`config.mk`:
```
export PLATFORM = sky130hd
export DESIGN_NAME = fbmf_hash
export DESIGN_NICKNAME = d
export VERILOG_FILES = /design/src/design/fbmf_pkg.sv /design/src/design/fbmf_hash.sv
export SDC_FILE = /design/constraint.sdc
export NUM_CORES = 1
export LEC_CHECK = 0
export ABC_AREA = 1
export BUFFER_PORTS_ARGS = -buffer_cell sky130_fd_sc_hd__buf_4
export CORE_AREA = 2 2 164 166
export CTS_CLUSTER_SIZE = 25
export DETAILED_ROUTE_END_ITERATION = 12
export DIE_AREA = 0 0 166 168
export PLACE_DENSITY = 0.77
export SLEW_MARGIN = 20
export SYNTH_ARGS = -nofsm -noshare
export SYNTH_HDL_FRONTEND = slang
export SYNTH_SLANG_ARGS = --single-unit
```
`constraint.sdc`:
```
create_clock -name clk_i -period 7.4 [get_ports clk_i]
set_input_delay 0.74 -clock clk_i [delete_from_list [all_inputs] [get_ports clk_i]]
set_output_delay 0.74 -clock clk_i [all_outputs]
set_load 0.005 [all_outputs]
```
`src/design/fbmf_pkg.sv`:
```
// package for the fnv-1a bitmap membership filter: types, constants, hash step
`timescale 1ns / 1ps

package fbmf_pkg;

  // table geometry
  localparam int TABLE_BITS_LOG2 = 16;
  localparam int WORD_SHIFT      = 6;
  localparam int WORD_BITS       = 1 << WORD_SHIFT;

  // key and hash constants
  localparam int          KEY_BYTES  = 20;
  localparam int          KEY_WIDTH  = KEY_BYTES * 8;
  localparam int          HASH_CNT_W = $clog2(KEY_BYTES);
  localparam logic [31:0] FNV_PRIME  = 32'h0100_0193;
  localparam logic [31:0] FNV_BASIS  = 32'h811C_9DC5;

  // request commands; the unused code behaves as a plain test
  typedef enum logic [1:0] {
    CMD_INSERT = 2'd0,
    CMD_TEST   = 2'd1,
    CMD_REMOVE = 2'd2
  } cmd_e;

  // input request
  typedef struct packed {
    logic [1:0]  command;
    logic [63:0] key_bytes_0_to_7;
    logic [63:0] key_bytes_8_to_15;
    logic [31:0] key_bytes_16_to_19;
  } in_req_t;

  // result
  typedef struct packed {
    logic [15:0] folded_hash;
    logic        was_present;
  } out_rsp_t;

  // finished hash handed from the hash unit to the table
  typedef struct packed {
    logic [31:0] hash;
    logic [1:0]  command;
  } hash_res_t;

  // table status seen by the hash unit and the top level
  typedef struct packed {
    logic clearing;
    logic take;
  } tbl_status_t;

  typedef enum logic [1:0] {
    HS_IDLE,
    HS_RUN,
    HS_DONE
  } hash_state_e;

  typedef enum logic [1:0] {
    TS_CLEAR,
    TS_IDLE,
    TS_READ,
    TS_MODIFY
  } tbl_state_e;

  // one fnv-1a round: xor in a byte, then multiply by the prime
  function automatic logic [31:0] fnv_step(logic [31:0] h, logic [7:0] b);
    logic [31:0] x;
    x = h ^ {24'd0, b};
    return 32'(x * FNV_PRIME);
  endfunction

endpackage

```
`src/design/fbmf_hash.sv`:
```
// iterative fnv-1a hash unit, one key byte per cycle
`timescale 1ns / 1ps

module fbmf_hash
  import fbmf_pkg::*;
(
  input  logic      clk_i,
  input  logic      rst_ni,
  input  logic      start_i,
  input  in_req_t   req_i,
  input  logic      take_i,
  output logic      ready_o,
  output logic      valid_o,
  output hash_res_t res_o
);

  localparam logic [HASH_CNT_W-1:0] LastStep = HASH_CNT_W'(KEY_BYTES - 1);

  hash_state_e           state_q, state_d;
  logic [HASH_CNT_W-1:0] cnt_q;
  logic [31:0]           h_q;
  logic [KEY_WIDTH-1:0]  key_q;
  logic [1:0]            cmd_q;

  // next state
  always_comb begin
    state_d = state_q;
    unique case (state_q)
      HS_IDLE: begin
        if (start_i) state_d = HS_RUN;
      end
      HS_RUN: begin
        if (cnt_q == LastStep) state_d = HS_DONE;
      end
      HS_DONE: begin
        if (take_i) state_d = start_i ? HS_RUN : HS_IDLE;
      end
      default: state_d = HS_IDLE;
    endcase
  end

  // handshake outputs
  always_comb begin
    ready_o = (state_q == HS_IDLE) || ((state_q == HS_DONE) && take_i);
    valid_o = (state_q == HS_DONE);
  end

  always_ff @(posedge clk_i or negedge rst_ni) begin
    if (!rst_ni) begin
      state_q <= HS_IDLE;
    end else begin
      state_q <= state_d;
    end
  end

  // hash datapath: load key, then consume byte 0 first
  always_ff @(posedge clk_i) begin
    if (start_i) begin
      h_q   <= FNV_BASIS;
      key_q <= {req_i.key_bytes_16_to_19, req_i.key_bytes_8_to_15,
                req_i.key_bytes_0_to_7};
      cmd_q <= req_i.command;
      cnt_q <= '0;
    end else if (state_q == HS_RUN) begin
      h_q   <= fnv_step(h_q, key_q[7:0]);
      key_q <= key_q >> 8;
      cnt_q <= cnt_q + HASH_CNT_W'(1);
    end
  end

  assign res_o.hash    = h_q;
  assign res_o.command = cmd_q;

endmodule

```
Yosys cells after proc, flatten, opt, wreduce, memory -nomap -nowiden
Cells that the tools add are included.
- logic and storage cells: 26
- input port bits: 166
- bits in registers: 201
- output and inout bits: 36
- multiplexer cells: 7
- multiply operators: 1
- add/sub/neg operators: 1
- reductions and logical operators: 5
- bitwise gates (word level): 1
- eq/ne operators: 6
- operators with widths (cell ; count):
    160-bit two-way mux ; 2
    32-bit by 25-bit multiplier with 32-bit output (second input constant) ; 1
    32-bit by 8-bit XOR with 32-bit output ; 1
    2-bit two-way mux ; 3
    2-bit != test (second input constant) ; 3
    2-bit one-hot mux with 3 select lines ; 1
    5-bit by 1-bit adder with 5-bit output (second input constant) ; 1
    5-bit equality test (second input constant) ; 1
    3-bit AND reduction ; 1
    2-bit by 1-bit equality test with 1-bit output (second input constant) ; 1
    2-bit equality test (second input constant) ; 1
    2-bit zero test ; 1
    2-bit nonzero test ; 1
    1-bit logical AND ; 1
    1-bit logical OR ; 1
    1-bit two-way mux ; 1

Depth between registers and ports, before layout
- word-level depth: 3
- mapped depth: 28
- gate-level depth less buffers: 28

Worst setup path before layout
Ideal clock, no wire load.
- kind: register to register
- from: register h_q[4]
- to: register h_q[24]
- library setup time: 119 ps
- buffers on the path: 0
- clock period less this slack: 4425 ps
- arrival time: 4306 ps
- slack: 2975 ps
- required time: 7281 ps
- stages on the path, launching flop included: 21
- cell sequence: dfxtp_1 -> xor2_1 -> ha_1 -> ha_1 -> fa_1 -> ha_1 -> fa_1 -> ha_1 -> inv_1 -> fa_1 -> inv_1 -> ha_1 -> nand2_1 -> inv_2 -> nand3_1 -> nor3_1 -> nand3_1 -> nand3_1 -> nand2_1 -> nand2_1 -> o21ai_2
- longest elaborated chain between the ends: 2
- RTL lines (what ; line ; source):
    start, declared ; fbmf_hash.sv:21 ; logic [31:0] h_q;
    start signal, assigned ; fbmf_hash.sv:65 ; h_q <= fnv_step(h_q, key_q[7:0]);
    32-bit by 8-bit XOR with 32-bit output ; fbmf_pkg.sv:67 ; x = h ^ {24'd0, b};
    32-bit by 25-bit multiplier with 32-bit output ; fbmf_pkg.sv:68 ; return 32'(x * FNV_PRIME);
Every way passes these cells.
A chain may end at the register's enable or synchronous reset.

Final worst setup path
- from: register h_q[4]
- to: register h_q[28]
Same word-level chain as after synthesis.

==> results.yml <==
status:
  status: "finished clean"
yosys:
  syn_inst: 1650
  synth_seq_cells: 201
  synth_fp_nets: 2075
  synth_area_mm2: 0.0144
  synthDistinctLibCells: 44
  syn_area_per_cell_um2: 8.75
  ys_seq_area_share_pct: 39.2
  yosysWarnings: 0
detailed_routing:
  drc: 0
  dr_total_vias: 11400
  wirelength_mm: 37.1
  wire_per_inst_um: 16.9
  dr.pass1.iters: 5
  viasPerCell: 5.19
  drt-initial-drc-count: 749
  postRouteAntennaNets: 0
placed_design:
  post-place-cells: 2157
  gp_congestion: 0.925
  place_hpwl_mm: 28.5
  numPortBuffers: 201
floorplan:
  ios: 202
  die_area_mm2: 0.0279
  row_count: 60
  die_y_um: 168
  die_x_um: 166
  initial_core_util_pct: 54.8
  core_area_mm2: 0.0264
worst_setup_path:
  path_class: "flip-flop to flip-flop"
  crit_family: "adder cells"
  crit_path_start: "h_q[4]"
  cp_common_cell: "ha_1"
  r2r-start: "h_q[4]"
  cp-end-kind: "flip-flop"
  worstPathRequired_ns: 7.80
  crit_fanout: 6
  cp_num_buf_inv: 2
  slowest_stage: "xor2_1"
  crit_path_cell_trace: "xor2_1 > ha_1 > ha_1 > fa_1 > ha_1 > fa_1 > ha_1 > inv_1 > fa_1 > inv_1 > ha_1 > a21oi_1 > o21ai_0 > a21oi_1 > nor2_1 > nor2_1 > nand3_1 > nand3_1 > nand2_1"
  start_kind: "flip-flop"
  arrival_ns: 5.72
  critPathMaxStageDelay_ns: 0.69
clocking:
  h-tree-depth: 1
  cts_made_buffers: 22
  cts_setup_buffers: 0
  ctsLongestPathBuffers: 3
  insertion_delay_ns: 0.52
  root_buffer: "clkbuf_16"
  cts_tree: "yes"
  clk_pin_slew_ns: 0.06
  tritoncts_num_sinks: 201
sta:
  hold_violations: 0
  min_period_ns: 5.33
  fmax_mhz: 188
  skew_ns: 0.0207
  slew_headroom_pct: 34.1
  rsz0062_at_grt: "no"
  setup_violations: 0
  setup_tns_ns: 0
  worstMarginPinSlew_ns: 0.989
  fin_crit_sh_pct: 72.0
  drv_slew: 0
layout:
  antenna_cells: 0
  layoutNonFillerInstCount: 2196
  layout-drive-gt1-share_pct: 14.4
  area_growth_pct: 17.3
  fill_cells: 2202
  fin_nets: 2266
global_routing:
  grt_overflow_total: 0
  grt_usage_pct: 26.3
  grt_pass1_vias: 11500
  grt_max_degree: 103
  antenna_found_initial: 0
  grt_pass1_wl_mm: 58.2
flow_run:
  maxCapViolCount: 0
worst_hold_path:
  hp-class: "primary input to flip-flop"
  hold_start: "req_i[161]"
[layout make-up]
class,count,area [um^2],share of cell area [%]
Inverter,250,946,5.59
Multi-Input combinational cell,1160,7670,45.3
Clock inverter,10,91.3,0.540
Timing Repair Buffer,206,1550,9.15
Sequential cell,201,5660,33.4
Tap cell,341,427,2.52
Clock buffer,28,583,3.45
[per-stage QoR]
| stage | util, % | setup WS [ns] | cell area (um^2) | hold slack [ns] |
|---|---|---|---|---|
| 2_1_floorplan | - | 2.98 | 14400 | 0.439 |
| 3_3_place_gp | 61.6 | 2.11 | 16200 | 0.450 |
| 3_5_place_dp | 61.6 | 2.12 | 16200 | 0.464 |
| 4_1_cts | 64.2 | 2.09 | 16900 | 0.400 |
| 5_1_grt | 64.2 | 1.78 | 16900 | 0.396 |
| 6_report | 64.2 | 2.07 | 16900 | 0.408 |
[cells in the mapped netlist (all sizes together)]
library cell  count  area, um^2
fa               74        1480
a21o              2        15.0
o22a              1        8.76
o21bai            4        30.0
inv             250         938
dfrtp             2        50.1
a22oi             1        7.51
and2              1        6.26
o21ai            29         149
edfxtp          162        4860
nand2           640        2420
clkbuf           22        82.6
nand3b            2        15.0
a22o              4        35.0
ha              185        2310
dfxtp            37         741
nand4             6        37.5
o211ai            1        12.5
or2               2        12.5
xnor2             8        70.1
a211oi            1        7.51
nand3            43         225
a32o              1        10.0
a31oi             2        12.5
nor3b             1        7.51
nor3             12        70.1
nor2             71         305
xor2             15         131
a21oi            52         272
buf              17        85.1
o21a              2        15.0
[registers in the layout, summed over array words and instances (netlist names)]
signal and cells:
key_q 160, cmd_q 2, h_q 32, state_q 2, cnt_q 5
[cell families after synthesis]
family / count (synthesis) / synth area share (%)
adder cells (fa/ha/maj): 259 / 26.3
XOR/XNOR: 23 / 1.40
buffers and inverters: 289 / 7.66
flip-flops: 201 / 39.2
AO/OA/AOI/OAI: 100 / 3.98
AND/OR/NAND/NOR: 778 / 21.5
[worst paths after layout]
| check | end | slack [ns] | depth (start not counted) |
|---|---|---|---|
| setup reg to reg | h_q[28] | 2.07 | 19 |
| max in group asynchronous | state_q[0] | 6.74 | 2 |
| hold / removal | cmd_q[1] | 0.41 | 1 |
| min in group asynchronous | state_q[1] | 0.57 | 2 |
| hold reg to reg | cnt_q[4] | 0.47 | 2 |
| setup / recovery | h_q[28] | 2.07 | 19 |
[routing by layer]
| metal | GRT usage (%) | part of all wire, % | up-vias | wire [um] |
|---|---|---|---|---|
| li1 | - | - | 5615 | - |
| met1 | 33.7 | 41 | 5360 | 15300 |
| met2 | 45.1 | 48 | 351 | 17900 |
| met3 | 4.82 | 6.9 | 80 | 2570 |
| met4 | 9.45 | 3.4 | 0 | 1280 |
| met5 | 0 | 0 | - | 0 |
[layout by cell type (no fill, tap or decap), types with 3 or more instances in the layout]
cell type / count
nand2_1: 633
nand3_1: 41
nand2_2: 7
o21bai_1: 4
nor2_1: 63
clkbuf_16: 22
inv_1: 244
ha_1: 185
o21ai_1: 9
xnor2_1: 8
nor2_2: 6
dfxtp_1: 37
fa_1: 74
a21oi_2: 3
o21ai_0: 19
a21oi_1: 49
nand4_1: 6
xor2_1: 15
nor3_1: 10
a22o_1: 4
buf_4: 205
clkbuf_1: 5
edfxtp_1: 162
inv_2: 4
clkinv_2: 5
[timing repair]
action	4_1_cts	5_1_grt
gates resized for setup	0	0
hold endpoints to repair	2	0
hold buffers	1	0
Power is not shown: default switching activity piles up to over one toggle a cycle in this logic, so the estimate is an artifact.
